<file path="src/hdl/pbrle_pkg.sv">
// Shared types and constants for the PackBits run-length encoder.
`default_nettype none

package pbrle_pkg;

    localparam int BYTE_W      = 8;
    localparam int OP_W        = 2;
    localparam int OUT_W       = 64;
    localparam int OUT_COUNT_W = 4;
    localparam int OUT_LANES   = OUT_W / BYTE_W;

    localparam logic [OP_W-1:0] OP_PUT     = 2'd0;
    localparam logic [OP_W-1:0] OP_FINAL   = 2'd1;
    localparam logic [OP_W-1:0] OP_RESTART = 2'd2;

    localparam logic STATUS_OK    = 1'b0;
    localparam logic STATUS_ERROR = 1'b1;

    typedef enum logic [1:0] {
        KIND_UNDET   = 2'd0,
        KIND_REPEAT  = 2'd1,
        KIND_LITERAL = 2'd2
    } t_kind;

    typedef enum logic [1:0] {
        S_IDLE  = 2'd0,
        S_FLUSH = 2'd1,
        S_ERROR = 2'd2
    } t_state;

    typedef struct packed {
        logic apply;       // update run state for an item that emits nothing
        logic capture;     // latch the item that closes a run, start the flush
        logic step;        // push the next encoded byte into the packer
        logic post_error;  // place the error item into the output register
    } t_cmd;

    typedef struct packed {
        logic need_err;
        logic need_flush;
        logic slot_free;
        logic flush_done;
    } t_status;

endpackage

`default_nettype wire

</file>
<file path="src/hdl/packbits_rle_encoder.sv">
// Top level of the PackBits run-length encoder.
//
//   channel | signals                                   | direction | payload
//   --------+-------------------------------------------+-----------+---------------------------
//   input   | i_in_valid / o_in_ready                   | in        | i_op, i_in_byte
//   output  | o_out_valid / i_out_ready                 | out       | o_out_bytes, o_out_count,
//           |                                           |           | o_last, o_status
//
// A put that closes no run only updates the run, so plain bytes stream at one per cycle.
// A put or finalize that closes a run is captured and flushed as its encoded bytes
// (2 for a repeat run, run length + 1 for a literal run, up to MAX_RUN + 1); the packer
// takes one byte per cycle from the single read port of the run buffer unless stalled.
// An item that hits a finished stream gets an error transfer once the output slot is free.
// A stalled output holds the packer and with it the input; the output register lets
// the next item transfer while the previous result still waits.
// Reset (i_rst_n low, synchronous) empties the run and clears the finished flag;
// the run buffer needs no clearing, since only written entries are read.
`default_nettype none

module packbits_rle_encoder #(
    parameter int MAX_RUN          = 128,
    parameter int BYTES_PER_RESULT = 8
) (
    input  wire logic                                i_clk,
    input  wire logic                                i_rst_n,
    input  wire logic                                i_in_valid,
    output logic                                     o_in_ready,
    input  wire logic [pbrle_pkg::OP_W-1:0]          i_op,
    input  wire logic [pbrle_pkg::BYTE_W-1:0]        i_in_byte,
    output logic                                     o_out_valid,
    input  wire logic                                i_out_ready,
    output logic [pbrle_pkg::OUT_W-1:0]              o_out_bytes,
    output logic [pbrle_pkg::OUT_COUNT_W-1:0]        o_out_count,
    output logic                                     o_last,
    output logic                                     o_status
);

    pbrle_pkg::t_cmd    cmd;
    pbrle_pkg::t_status status;

    // sequence accepts, flushes and error transfers
    pbrle_ctrl u_ctrl (
        .i_clk      (i_clk),
        .i_rst_n    (i_rst_n),
        .i_in_valid (i_in_valid),
        .i_status   (status),
        .o_in_ready (o_in_ready),
        .o_cmd      (cmd)
    );

    // hold the run, encode and pack bytes, drive the output register
    pbrle_datapath #(
        .MAX_RUN          (MAX_RUN),
        .BYTES_PER_RESULT (BYTES_PER_RESULT)
    ) u_datapath (
        .i_clk        (i_clk),
        .i_rst_n      (i_rst_n),
        .i_op         (i_op),
        .i_in_byte    (i_in_byte),
        .i_out_ready  (i_out_ready),
        .i_cmd        (cmd),
        .o_status     (status),
        .o_out_valid  (o_out_valid),
        .o_out_bytes  (o_out_bytes),
        .o_out_count  (o_out_count),
        .o_last       (o_last),
        .o_status_bit (o_status)
    );

endmodule

`default_nettype wire

</file>
<file path="src/hdl/pbrle_ctrl.sv">
// Controller state machine of the PackBits run-length encoder.
`default_nettype none

module pbrle_ctrl (
    input  wire logic             i_clk,
    input  wire logic             i_rst_n,
    input  wire logic             i_in_valid,
    input  pbrle_pkg::t_status    i_status,
    output logic                  o_in_ready,
    output pbrle_pkg::t_cmd       o_cmd
);

    pbrle_pkg::t_state r_state;
    pbrle_pkg::t_state n_state;

    always_ff @(posedge i_clk) begin
        if (!i_rst_n) begin
            r_state <= pbrle_pkg::S_IDLE;
        end else begin
            r_state <= n_state;
        end
    end

    always_comb begin
        n_state = r_state;
        case (r_state)
            pbrle_pkg::S_IDLE: begin
                if (i_in_valid) begin
                    if (i_status.need_err) begin
                        n_state = pbrle_pkg::S_ERROR;
                    end else if (i_status.need_flush) begin
                        n_state = pbrle_pkg::S_FLUSH;
                    end
                end
            end
            pbrle_pkg::S_FLUSH: begin
                if (i_status.flush_done) begin
                    n_state = pbrle_pkg::S_IDLE;
                end
            end
            pbrle_pkg::S_ERROR: begin
                if (i_status.slot_free) begin
                    n_state = pbrle_pkg::S_IDLE;
                end
            end
            default: begin
                n_state = pbrle_pkg::S_IDLE;
            end
        endcase
    end

    always_comb begin
        o_in_ready       = 1'b0;
        o_cmd            = '0;
        case (r_state)
            pbrle_pkg::S_IDLE: begin
                o_in_ready    = 1'b1;
                o_cmd.apply   = i_in_valid && !i_status.need_err && !i_status.need_flush;
                o_cmd.capture = i_in_valid && !i_status.need_err && i_status.need_flush;
            end
            pbrle_pkg::S_FLUSH: begin
                o_cmd.step = 1'b1;
            end
            pbrle_pkg::S_ERROR: begin
                o_cmd.post_error = 1'b1;
            end
            default: begin
                o_in_ready = 1'b0;
            end
        endcase
    end

endmodule

`default_nettype wire

</file>
<file path="src/hdl/pbrle_datapath.sv">
// Datapath of the PackBits run-length encoder: run state, run buffer, packer, output register.
`default_nettype none

module pbrle_datapath #(
    parameter int MAX_RUN          = 128,
    parameter int BYTES_PER_RESULT = 8
) (
    input  wire logic                                i_clk,
    input  wire logic                                i_rst_n,
    input  wire logic [pbrle_pkg::OP_W-1:0]          i_op,
    input  wire logic [pbrle_pkg::BYTE_W-1:0]        i_in_byte,
    input  wire logic                                i_out_ready,
    input  pbrle_pkg::t_cmd                          i_cmd,
    output pbrle_pkg::t_status                       o_status,
    output logic                                     o_out_valid,
    output logic [pbrle_pkg::OUT_W-1:0]              o_out_bytes,
    output logic [pbrle_pkg::OUT_COUNT_W-1:0]        o_out_count,
    output logic                                     o_last,
    output logic                                     o_status_bit
);

    localparam int AW = (MAX_RUN > 1) ? $clog2(MAX_RUN) : 1;
    localparam int LW = $clog2(MAX_RUN + 1);
    localparam int PW = $clog2(MAX_RUN + 2);
    localparam int CW = $clog2(BYTES_PER_RESULT + 1);
    localparam int BW = pbrle_pkg::BYTE_W;

    // run state
    logic [LW-1:0]      r_len,      n_len;
    pbrle_pkg::t_kind   r_kind,     n_kind;
    logic               r_finished, n_finished;
    logic [BW-1:0]      r_first,    n_first;
    logic [BW-1:0]      r_prev,     n_prev;

    // flush state
    logic [BW-1:0]      r_pend_byte, n_pend_byte;
    logic               r_pend_fin,  n_pend_fin;
    logic               r_flush_rep, n_flush_rep;
    logic [PW-1:0]      r_last_pos,  n_last_pos;
    logic [PW-1:0]      r_pos,       n_pos;
    logic [pbrle_pkg::OUT_W-1:0] r_acc, n_acc;
    logic [CW-1:0]      r_acc_cnt,   n_acc_cnt;

    // output register
    logic                                r_out_valid,  n_out_valid;
    logic [pbrle_pkg::OUT_W-1:0]         r_out_bytes,  n_out_bytes;
    logic [pbrle_pkg::OUT_COUNT_W-1:0]   r_out_count,  n_out_count;
    logic                                r_out_last,   n_out_last;
    logic                                r_out_status, n_out_status;

    // run buffer
    logic [BW-1:0]      r_mem [MAX_RUN];
    logic [BW-1:0]      r_mem_q;
    logic               mem_we;
    logic [AW-1:0]      mem_wa;
    logic [BW-1:0]      mem_wd;
    logic [AW-1:0]      mem_ra;

    logic               slot_free;
    logic               is_put;
    logic               is_fin;
    logic               rep_break;
    logic               lit_break;
    logic [BW-1:0]      rep_hdr;
    logic [BW-1:0]      lit_hdr;
    logic [BW-1:0]      cur_byte;
    logic               is_last;
    logic               completing;
    logic               advance;
    logic [pbrle_pkg::OUT_W-1:0] packed_word;

    always_comb begin
        slot_free = !r_out_valid || i_out_ready;
        is_put    = (i_op == pbrle_pkg::OP_PUT);
        is_fin    = (i_op == pbrle_pkg::OP_FINAL);
        rep_break = (r_kind == pbrle_pkg::KIND_REPEAT)
                 && !((r_len < LW'(MAX_RUN)) && (i_in_byte == r_first));
        lit_break = (r_kind == pbrle_pkg::KIND_LITERAL)
                 && !((r_len < LW'(MAX_RUN)) && (i_in_byte != r_prev));

        rep_hdr  = BW'(9'd257 - 9'(r_len));
        lit_hdr  = BW'(r_len - LW'(1));
        if (r_pos == '0) begin
            cur_byte = r_flush_rep ? rep_hdr : lit_hdr;
        end else begin
            cur_byte = r_flush_rep ? r_first : r_mem_q;
        end
        is_last    = (r_pos == r_last_pos);
        completing = is_last
                  || ((4'(r_acc_cnt) + 4'd1) == 4'(BYTES_PER_RESULT));
        advance    = i_cmd.step && (!completing || slot_free);

        for (int j = 0; j < pbrle_pkg::OUT_LANES; j++) begin
            packed_word[BW*j +: BW] = (4'(j) == 4'(r_acc_cnt)) ? cur_byte
                                                               : r_acc[BW*j +: BW];
        end

        o_status.slot_free  = slot_free;
        o_status.need_err   = r_finished && (is_put || is_fin);
        o_status.need_flush = !r_finished
                           && ((is_fin && ((r_kind == pbrle_pkg::KIND_REPEAT) || (r_len != '0)))
                            || (is_put && (rep_break || lit_break)));
        o_status.flush_done = advance && is_last;
    end

    always_comb begin
        n_len        = r_len;
        n_kind       = r_kind;
        n_finished   = r_finished;
        n_first      = r_first;
        n_prev       = r_prev;
        n_pend_byte  = r_pend_byte;
        n_pend_fin   = r_pend_fin;
        n_flush_rep  = r_flush_rep;
        n_last_pos   = r_last_pos;
        n_pos        = r_pos;
        n_acc        = r_acc;
        n_acc_cnt    = r_acc_cnt;
        n_out_valid  = r_out_valid && !i_out_ready;
        n_out_bytes  = r_out_bytes;
        n_out_count  = r_out_count;
        n_out_last   = r_out_last;
        n_out_status = r_out_status;
        mem_we       = 1'b0;
        mem_wa       = '0;
        mem_wd       = i_in_byte;

        if (i_cmd.post_error && slot_free) begin
            n_out_valid  = 1'b1;
            n_out_bytes  = '0;
            n_out_count  = '0;
            n_out_last   = 1'b1;
            n_out_status = pbrle_pkg::STATUS_ERROR;
        end

        if (advance) begin
            n_pos = r_pos + PW'(1);
            if (completing) begin
                n_out_valid  = 1'b1;
                n_out_bytes  = packed_word;
                n_out_count  = 4'(r_acc_cnt) + 4'd1;
                n_out_last   = is_last;
                n_out_status = pbrle_pkg::STATUS_OK;
                n_acc        = '0;
                n_acc_cnt    = '0;
            end else begin
                n_acc     = packed_word;
                n_acc_cnt = r_acc_cnt + CW'(1);
            end
            if (is_last) begin
                if (r_pend_fin) begin
                    n_len      = '0;
                    n_kind     = pbrle_pkg::KIND_UNDET;
                    n_finished = 1'b1;
                end else begin
                    // the breaking byte opens the next run
                    mem_we  = 1'b1;
                    mem_wa  = '0;
                    mem_wd  = r_pend_byte;
                    n_len   = LW'(1);
                    n_kind  = pbrle_pkg::KIND_UNDET;
                    n_first = r_pend_byte;
                    n_prev  = r_pend_byte;
                end
            end
        end

        if (i_cmd.capture) begin
            n_pend_byte = i_in_byte;
            n_pend_fin  = is_fin;
            n_flush_rep = (r_kind == pbrle_pkg::KIND_REPEAT);
            n_last_pos  = (r_kind == pbrle_pkg::KIND_REPEAT) ? PW'(1) : PW'(r_len);
            n_pos       = '0;
            n_acc       = '0;
            n_acc_cnt   = '0;
        end

        if (i_cmd.apply) begin
            case (i_op)
                pbrle_pkg::OP_RESTART: begin
                    n_len      = '0;
                    n_kind     = pbrle_pkg::KIND_UNDET;
                    n_finished = 1'b0;
                end
                pbrle_pkg::OP_FINAL: begin
                    n_len      = '0;
                    n_kind     = pbrle_pkg::KIND_UNDET;
                    n_finished = 1'b1;
                end
                pbrle_pkg::OP_PUT: begin
                    case (r_kind)
                        pbrle_pkg::KIND_REPEAT: begin
                            n_len = r_len + LW'(1);
                        end
                        pbrle_pkg::KIND_LITERAL: begin
                            mem_we = 1'b1;
                            mem_wa = r_len[AW-1:0];
                            n_len  = r_len + LW'(1);
                            n_prev = i_in_byte;
                        end
                        default: begin
                            if (r_len == '0) begin
                                mem_we  = 1'b1;
                                mem_wa  = '0;
                                n_len   = LW'(1);
                                n_first = i_in_byte;
                                n_prev  = i_in_byte;
                            end else begin
                                mem_we  = 1'b1;
                                mem_wa  = AW'(1);
                                n_len   = LW'(2);
                                n_prev  = i_in_byte;
                                n_kind  = (r_first == i_in_byte) ? pbrle_pkg::KIND_REPEAT
                                                                 : pbrle_pkg::KIND_LITERAL;
                            end
                        end
                    endcase
                end
                default: begin
                    n_len = r_len;
                end
            endcase
        end

        // read one entry ahead so that r_mem_q always holds buffer[r_pos - 1]
        mem_ra = AW'(n_pos - PW'(1));
    end

    always_ff @(posedge i_clk) begin
        if (!i_rst_n) begin
            r_len       <= '0;
            r_kind      <= pbrle_pkg::KIND_UNDET;
            r_finished  <= 1'b0;
            r_pos       <= '0;
            r_acc_cnt   <= '0;
            r_out_valid <= 1'b0;
        end else begin
            r_len       <= n_len;
            r_kind      <= n_kind;
            r_finished  <= n_finished;
            r_pos       <= n_pos;
            r_acc_cnt   <= n_acc_cnt;
            r_out_valid <= n_out_valid;
        end
    end

    always_ff @(posedge i_clk) begin
        r_first      <= n_first;
        r_prev       <= n_prev;
        r_pend_byte  <= n_pend_byte;
        r_pend_fin   <= n_pend_fin;
        r_flush_rep  <= n_flush_rep;
        r_last_pos   <= n_last_pos;
        r_acc        <= n_acc;
        r_out_bytes  <= n_out_bytes;
        r_out_count  <= n_out_count;
        r_out_last   <= n_out_last;
        r_out_status <= n_out_status;
    end

    always_ff @(posedge i_clk) begin
        if (mem_we) begin
            r_mem[mem_wa] <= mem_wd;
        end
    end

    always_ff @(posedge i_clk) begin
        r_mem_q <= r_mem[mem_ra];
    end

    assign o_out_valid  = r_out_valid;
    assign o_out_bytes  = r_out_bytes;
    assign o_out_count  = r_out_count;
    assign o_last       = r_out_last;
    assign o_status_bit = r_out_status;

endmodule

`default_nettype wire

</file>
<file path="config.mk">
export PLATFORM = sky130hd
export DESIGN_NAME = packbits_rle_encoder
export DESIGN_NICKNAME = d
export VERILOG_FILES = /design/src/hdl/pbrle_pkg.sv /design/src/hdl/packbits_rle_encoder.sv /design/src/hdl/pbrle_ctrl.sv /design/src/hdl/pbrle_datapath.sv
export SDC_FILE = /design/constraint.sdc
export NUM_CORES = 2
export LEC_CHECK = 0
export ABC_CLOCK_PERIOD_IN_PS = 4700
export BUFFER_PORTS_ARGS = -buffer_cell sky130_fd_sc_hd__buf_2
export CAP_MARGIN = 30
export CORE_MARGIN = 2
export CORE_UTILIZATION = 57
export DETAILED_ROUTE_END_ITERATION = 8
export HOLD_SLACK_MARGIN = 0.1
export PLACE_DENSITY = 0.75
export SLEW_MARGIN = 20
export SYNTH_ARGS = -nofsm -noshare
export SYNTH_HDL_FRONTEND = slang
export SYNTH_SLANG_ARGS = --single-unit
</file>
<file path="constraint.sdc">
create_clock -name i_clk -period 4.7 [get_ports i_clk]
set_clock_uncertainty 0.2 [all_clocks]
set_input_delay 0 -clock i_clk [delete_from_list [all_inputs] [get_ports i_clk]]
set_output_delay 0 -clock i_clk [all_outputs]
set_load 0.02 [all_outputs]
</file>
# Yosys cells after proc, flatten, opt, wreduce, memory -nomap -nowiden
# Memories as Yosys holds them, arrays and structs flattened. A register that Yosys moved wholly into a read port is not among the register bits.
# Cells that the tools add are included.
[op_classes]
reduce_logical = 43
n_eq_ne = 23
mux = 87
order_cmp = 1
n_bitwise = 1
mul = 0
n_shift = 0
div_mod_pow = 0
addsub = 6
[op_table]
columns = ["operator", "count"]
rows = [
  ["8-bit 2-to-1 mux", 33],
  ["64-bit 2-to-1 mux", 4],
  ["1-bit 2-to-1 mux", 26],
  ["2-bit 2-to-1 mux", 13],
  ["8-bit == test", 3],
  ["8-bit by 1-bit adder with 8-bit output (second input constant)", 2],
  ["3-bit by 4-bit == test with 1-bit output (first input constant)", 4],
  ["8-bit zero test", 2],
  ["4-bit 2-to-1 mux", 4],
  ["8-bit case mux with 2 select lines", 1],
  ["1-bit logical AND", 15],
  ["7-bit 2-to-1 mux", 2],
  ["7-bit case mux with 2 select lines", 1],
  ["2-bit by 4-bit == test with 1-bit output (first input constant)", 2],
  ["1-bit zero test", 8],
  ["8-bit < comparator (second input constant)", 1],
  ["8-bit != test", 1],
  ["8-bit nonzero test", 1],
  ["1-bit by 8-bit subtractor with 8-bit output (first input constant)", 1],
  ["8-bit by 1-bit subtractor with 8-bit output (second input constant)", 1],
  ["1-bit logical OR", 7],
  ["7-bit by 1-bit subtractor with 7-bit output (second input constant)", 1],
  ["2-bit by 1-bit == test with 1-bit output (second input constant)", 3],
  ["2-bit == test (second input constant)", 3],
  ["other kinds (17)", 22],
]
[word_totals]
mem_count = 1
latch_bits = 0
ramBits = 1024
word_cells = 180
regBits = 194
romBits = 0
out_inout_bits = 72
inputBits = 14
[mem_list]
columns = ["memory", "depth", "word_bits", "rd", "rd_ports_with_merged_regs", "write_ports", "line_no", "text"]
rows = [
  ["u_datapath.r_mem", 128, 8, 1, 1, 1, "pbrle_datapath.sv:52", "logic [BW-1:0] r_mem [MAX_RUN];"],
]

# Depth between registers and ports, before layout
[depth]
depth_word = 14
mapped_depth = 24
depth_no_buf = 16

# Cells and area by module
# A second synthesis with hierarchy kept.
[hier_totals]
cells_unflattened = 3025
area_unflattened_um2 = 49409.9
[by_module_without_submodules]
columns = ["module", "seq_area_each_um2", "cells_per_inst", "instances", "area_each_um2"]
rows = [
  ["pbrle_datapath", 34933.5, 3011, 1, 49273.5],
  ["pbrle_ctrl", 40.0, 14, 1, 136.4],
]

# Least setup slack after synthesis
# No wires, ideal clock.
[synth_timing]
path_kind = "register to register"
startpoint = "register u_ctrl.r_state[1]"
endpoint = "register u_datapath.r_mem_q[6] (read register of u_datapath.r_mem)"
n_path_buf = 9
synth_period_minus_slack_ps = 4997
stages_incl_launch_ff = 22
required_ps = 4361
t_arrival_ps = 4658
setup_ps = 139
setup_slack_ps = -297
path_cell_list = "dfxtp_1 > buf_2 > nor2_1 > and3_1 > and2_4 > a211oi_4 > inv_2 > buf_6 > buf_6 > buf_6 > buf_6 > buf_4 > ha_1 > clkbuf_1 > clkinv_1 > clkbuf_1 > clkbuf_1 > mux4_2 > a22oi_1 > nand2_1 > a2111oi_0 > a211oi_1"
[synth_between]
elab_chain_len = 6
elab_cells_between_ends = 8
classes_between = "1 x add/sub; 1 x eq/ne; 4 x mux; 2 x reduce/logical"
[synth_lines]
columns = ["item", "line_no", "text"]
rows = [
  ["start: declaration", "pbrle_ctrl.sv:13", "pbrle_pkg::t_state r_state;"],
  ["start signal: assignment", "pbrle_ctrl.sv:18", "r_state <= pbrle_pkg::S_IDLE;"],
  ["start signal: assignment", "pbrle_ctrl.sv:20", "r_state <= n_state;"],
  ["2-bit by 1-bit == test with 1-bit output", "pbrle_ctrl.sv:55", "case (r_state)"],
  ["1-bit 2-to-1 mux", "pbrle_ctrl.sv:55", ""],
  ["1-bit logical AND", "pbrle_datapath.sv:91", "advance = i_cmd.step && (!completing || slot_free);"],
  ["8-bit 2-to-1 mux", "pbrle_datapath.sv:136", "if (advance) begin"],
  ["8-bit 2-to-1 mux *", "pbrle_datapath.sv:168", "if (i_cmd.capture) begin"],
  ["7-bit by 1-bit subtractor with 7-bit output *", "pbrle_datapath.sv:226", "mem_ra = AW'(n_pos - PW'(1));"],
  ["end: declaration", "pbrle_datapath.sv:53", "logic [BW-1:0] r_mem_q;"],
]
# Mark *: on every way between the ends. The rest lies on a longest branch, timed or not.
# A chain may end at the register's enable or synchronous reset.

# Worst setup path in the final report
[layout_timing]
startpoint = "register u_ctrl.r_state[0]"
endpoint = "register u_datapath.r_mem_q[3] (read register of u_datapath.r_mem)"
# Same word-level chain as after synthesis.

==> impl_results.rst <==
.. list-table::
   :header-rows: 1

   * - Metric
     - Value
   * - Status
     - finished, final reports clean
   * - Remaining Overflow, GRT
     - 0
   * - Router iterations before antenna repair
     - 5
   * - Synth cell types
     - 88
   * - First DRT Iteration DRCs
     - around 4500
   * - Routed wire length per instance
     - ~26 um
   * - Maximum count of clock buffers along a single path
     - 3
   * - # H-tree levels
     - 3
   * - PnR worst setup slack
     - 100 ps
   * - Detailed route wirelength on metal3
     - approximately 14000 um
   * - Total via count after detailed routing
     - roughly 32000
   * - Place WS
     - -102 ps
   * - Antenna violation net count after detailed routing
     - 0
   * - Max stage delay cell, worst path
     - sky130_fd_sc_hd__dfxtp_1
   * - Family with the most delay on the worst path
     - simple AND/OR/NAND/NOR gates
   * - Die Y-Extent
     - 300 um
   * - Total power
     - ~24 mW
   * - Number of buffer and inverter stages on the critical path
     - 4
   * - Count of nets after finishing
     - about 3800
   * - Total count of hold-check failures in the final report
     - 0
   * - Timing-limited maximum frequency
     - 217 MHz
   * - Cell repeated most along the worst path
     - sky130_fd_sc_hd__buf_4
   * - Prevailing post-synth register cell
     - sky130_fd_sc_hd__edfxtp_1
   * - Initial cell density of the core
     - 0.576
   * - Area enclosed by the die boundary
     - ~90000 um2
   * - Metal2 WL
     - ~60000 um
   * - Number of endpoints failing setup at the final stage
     - 0
   * - Slew HR
     - 0.292
   * - Actual slew at the worst max-slew pin
     - ~1100 ps
   * - Cell leakage power
     - between 20 and 25 nW
   * - Critical Path Fanout Max
     - 11
   * - Row cnt
     - roughly 110
   * - Mapped Nets
     - approximately 3500
   * - Total negative setup slack
     - 0 ps
   * - Total standard cell area after synthesis
     - around 50000 um2
   * - Placed Area
     - approximately 53000 um2
   * - Cell area after layout
     - approximately 57000 um2
   * - Final wirelength
     - 129000 um
   * - TritonCTS clock tree
     - yes
   * - Cell breakdown of the critical path
     - and2b_1 > nand2_2 > o221ai_1 > a211oi_4 > a211oi_4 > inv_8 > ha_1 > buf_4 > and2_1 > a41oi_1 > nand2_1 > buf_4 > nor2_1 > nor4b_1 > buf_4 > nor4_1
   * - Antenna violations before repair
     - 0
   * - Part of the Yosys area used for sequential elements
     - 0.699
   * - FFs w/ async S/R, synth
     - 0
   * - Clock Pin Slew Worst Setup and Hold Paths
     - 60 ps
   * - Total Routing Usage GR
     - 0.283
   * - Post-layout minimum cycle time
     - about 4600 ps
   * - CP Data Required Time
     - 5110 ps
   * - Clock latency on the worst-skew pair
     - about 740 ps
   * - CP Launch Type
     - register
   * - Maximum vdd ir drop
     - ~0.00037 V
   * - Number of max-cap violations
     - 0
   * - HPWL after DPL
     - 80500 um
   * - I/O pin count
     - 86
   * - Standard cell core area
     - around 87000 um2
   * - EDFF count, synth
     - 1042
   * - Share of layout cells above drive strength 1
     - 0.195
   * - Maximum number of pins on one net before global-route repair
     - 127
   * - Warnings from Yosys
     - 0
   * - First-pass GRT wire length
     - between 150000 and 200000 um
   * - Port Buffer Count
     - 85
   * - Worst min-delay path class
     - in -> reg
   * - Routed metal-1 wirelength
     - 50100 um
   * - Capturing element type of the critical path
     - register
   * - Sinks on the clock net
     - approximately 1200
   * - Highest layer used for signal routing
     - met4
   * - Number of CTS-inserted buffers
     - about 120
   * - Critical path data arrival time
     - between 5000 and 6000 ps
   * - Type of the worst setup path
     - reg -> reg
   * - Root Buffer
     - sky130_fd_sc_hd__clkbuf_16
   * - Worst path max stage delay
     - 480 ps
   * - RSZ-0062 raised after global routing
     - no
   * - Number of cells produced by synthesis
     - around 3500
   * - Chip width
     - between 300 and 400 um
   * - Total DRC errors in the routed layout
     - 0
   * - Period utilization
     - 0.979
   * - Util after Layout
     - 0.661
   * - Via density
     - roughly 6.4
   * - Avg Cell Area, Syn
     - between 10 and 15 um2
   * - Synthesis-stage register bit count
     - 1226
   * - Number of global-route vias before repair
     - just over 30000
   * - Area overhead of the layout relative to synthesis
     - 14.8%
   * - Final count of pins violating max slew
     - 0
   * - Power per Cell Area
     - about 420 nW/um2
   * - Routability-driven placement congestion ratio
     - ~0.9
## cell usage in the layout, fill, tap and decap left out, types with 14 or more instances in the layout
| cell type | count |
|---|---|
| sky130_fd_sc_hd__dfxtp_1 | 184 |
| sky130_fd_sc_hd__o22ai_1 | 17 |
| sky130_fd_sc_hd__nor2_1 | 410 |
| sky130_fd_sc_hd__nand2_1 | 314 |
| sky130_fd_sc_hd__a221oi_1 | 21 |
| sky130_fd_sc_hd__clkbuf_16 | 119 |
| sky130_fd_sc_hd__a32o_1 | 19 |
| sky130_fd_sc_hd__o211ai_1 | 27 |
| sky130_fd_sc_hd__ha_1 | 16 |
| sky130_fd_sc_hd__mux2i_1 | 136 |
| sky130_fd_sc_hd__nor3_1 | 21 |
| sky130_fd_sc_hd__buf_4 | 239 |
| sky130_fd_sc_hd__buf_2 | 85 |
| sky130_fd_sc_hd__xor2_1 | 16 |
| sky130_fd_sc_hd__and2_1 | 17 |
| sky130_fd_sc_hd__clkinv_1 | 24 |
| sky130_fd_sc_hd__clkbuf_1 | 20 |
| sky130_fd_sc_hd__a22oi_1 | 18 |
| sky130_fd_sc_hd__mux2_2 | 23 |
| sky130_fd_sc_hd__xnor2_1 | 23 |
| sky130_fd_sc_hd__a21oi_1 | 135 |
| sky130_fd_sc_hd__nand3_1 | 134 |
| sky130_fd_sc_hd__nand4_1 | 29 |
| sky130_fd_sc_hd__dlygate4sd3_1 | 31 |
| sky130_fd_sc_hd__edfxtp_1 | 1042 |
| sky130_fd_sc_hd__and3_1 | 15 |
| sky130_fd_sc_hd__clkinv_2 | 23 |
| sky130_fd_sc_hd__inv_1 | 22 |
| sky130_fd_sc_hd__a31oi_1 | 76 |
| sky130_fd_sc_hd__a32oi_1 | 50 |
| sky130_fd_sc_hd__mux4_2 | 140 |
| sky130_fd_sc_hd__bufinv_16 | 14 |
| sky130_fd_sc_hd__o21ai_0 | 129 |
## registers in the layout, indices dropped and copies added (netlist names), 2 cells and up
| signal | cells |
|---|---|
| u_ctrl.r_state | 2 |
| u_datapath.o_out_bytes | 64 |
| u_datapath.r_mem | 1024 |
| u_datapath.r_pos | 8 |
| u_datapath.r_acc_cnt | 4 |
| u_datapath.r_prev | 8 |
| u_datapath.r_len | 8 |
| u_datapath.r_kind | 2 |
| u_datapath.r_first | 8 |
| u_datapath.r_pend_byte | 8 |
| u_datapath.r_acc | 64 |
| u_datapath.o_out_count | 4 |
| u_datapath.r_last_pos | 8 |
| u_datapath.r_mem_q | 8 |
## stage by stage
stage	hold WS [ps]	std cells
after global placement	91.0	4729
final	136	4988
after detailed placement	92.9	4731
after CTS	104	4985
after floorplan	-101	3460
after global routing	170	4987
## path summary, 6_finish.rpt
path                                     end  slack, ps                  startpoint  cells past startpoint
setup / recovery       u_datapath.r_mem_q[3]        100           u_ctrl.r_state[0]                     16
hold / removal             u_ctrl.r_state[0]        140                  i_in_valid                      6
setup reg to reg       u_datapath.r_mem_q[3]        100           u_ctrl.r_state[0]                     16
hold reg to reg   u_datapath.o_out_bytes[42]        270  u_datapath.o_out_bytes[42]                      2
## cell type report
type | instances | area [um2]
Sequential cell | 1226 | 35000
Fill cell | 5867 | 29500
Multi-Input combinational cell | 1991 | 14100
Clock buffer | 143 | 3110
Timing Repair Buffer | 369 | 2820
Tap cell | 1155 | 1450
Clock inverter | 78 | 883
Inverter | 25 | 106
Antenna cell | 1 | 2.50
## report_power, final
group | internal [mW] | total, mW | switching [mW]
sequential | 12.1 | 12.3 | 0.211
clock | 5.52 | 9.69 | 4.17
combinational | 0.667 | 1.94 | 1.27
## routing by layer
metal / up-vias / track usage
met3: 310 / 0.0538
met2: 1895 / 0.442
li1: 13900 / -
met4: 0 / 0.106
met5: - / 0
met1: 15800 / 0.400
## logic make-up (layout without fill, tap and decap cells)
logic type / after synthesis / after routing / synth area share
mux: 300 / 300 / 0.0956
fa+ha+maj: 17 / 17 / 0.00425
flops: 1226 / 1226 / 0.699
compound gates: 605 / 605 / 0.0809
other cells: 0 / 1 / 0
buf+inv: 243 / 615 / 0.0228
xor+xnor: 43 / 43 / 0.00820
simple gates: 1026 / 1026 / 0.0894
## worst register-to-register path, stage by stage (launching register included)
cell and delay (ps):
sky130_fd_sc_hd__dfxtp_1 480, sky130_fd_sc_hd__and2b_1 300, sky130_fd_sc_hd__nand2_2 150, sky130_fd_sc_hd__o221ai_1 300, sky130_fd_sc_hd__a211oi_4 90, sky130_fd_sc_hd__a211oi_4 350
sky130_fd_sc_hd__inv_8 120, sky130_fd_sc_hd__ha_1 220, sky130_fd_sc_hd__buf_4 180, sky130_fd_sc_hd__and2_1 150, sky130_fd_sc_hd__a41oi_1 380, sky130_fd_sc_hd__nand2_1 250
sky130_fd_sc_hd__buf_4 250, sky130_fd_sc_hd__nor2_1 420, sky130_fd_sc_hd__nor4b_1 420, sky130_fd_sc_hd__buf_4 210, sky130_fd_sc_hd__nor4_1 50
## cell usage after synthesis (all sizes together), types with 28 or more instances
library cell | n | share of area
mux2i | 137 | 0.027
nand3 | 134 | 0.013
edfxtp | 1042 | 0.63
nand2 | 319 | 0.024
buf | 73 | 0.010
a32oi | 50 | 0.0088
a31oi | 76 | 0.0095
o211ai | 28 | 0.0043
a21oi | 137 | 0.014
clkbuf | 145 | 0.011
mux4 | 140 | 0.063
dfxtp | 184 | 0.074
nand4 | 29 | 0.0036
nor2 | 417 | 0.032
o21ai | 140 | 0.014
## repair_timing
item | in CTS | in global routing
setup buffers | 2 | 0
pin swaps | 1 | 2
gates resized for setup | 1 | 9
hold buffers | 31 | 0
setup endpoints to repair | 2 | 7
hold endpoints to repair | 636 | 0
No activity file was read; power rests on OpenSTA's default activity.
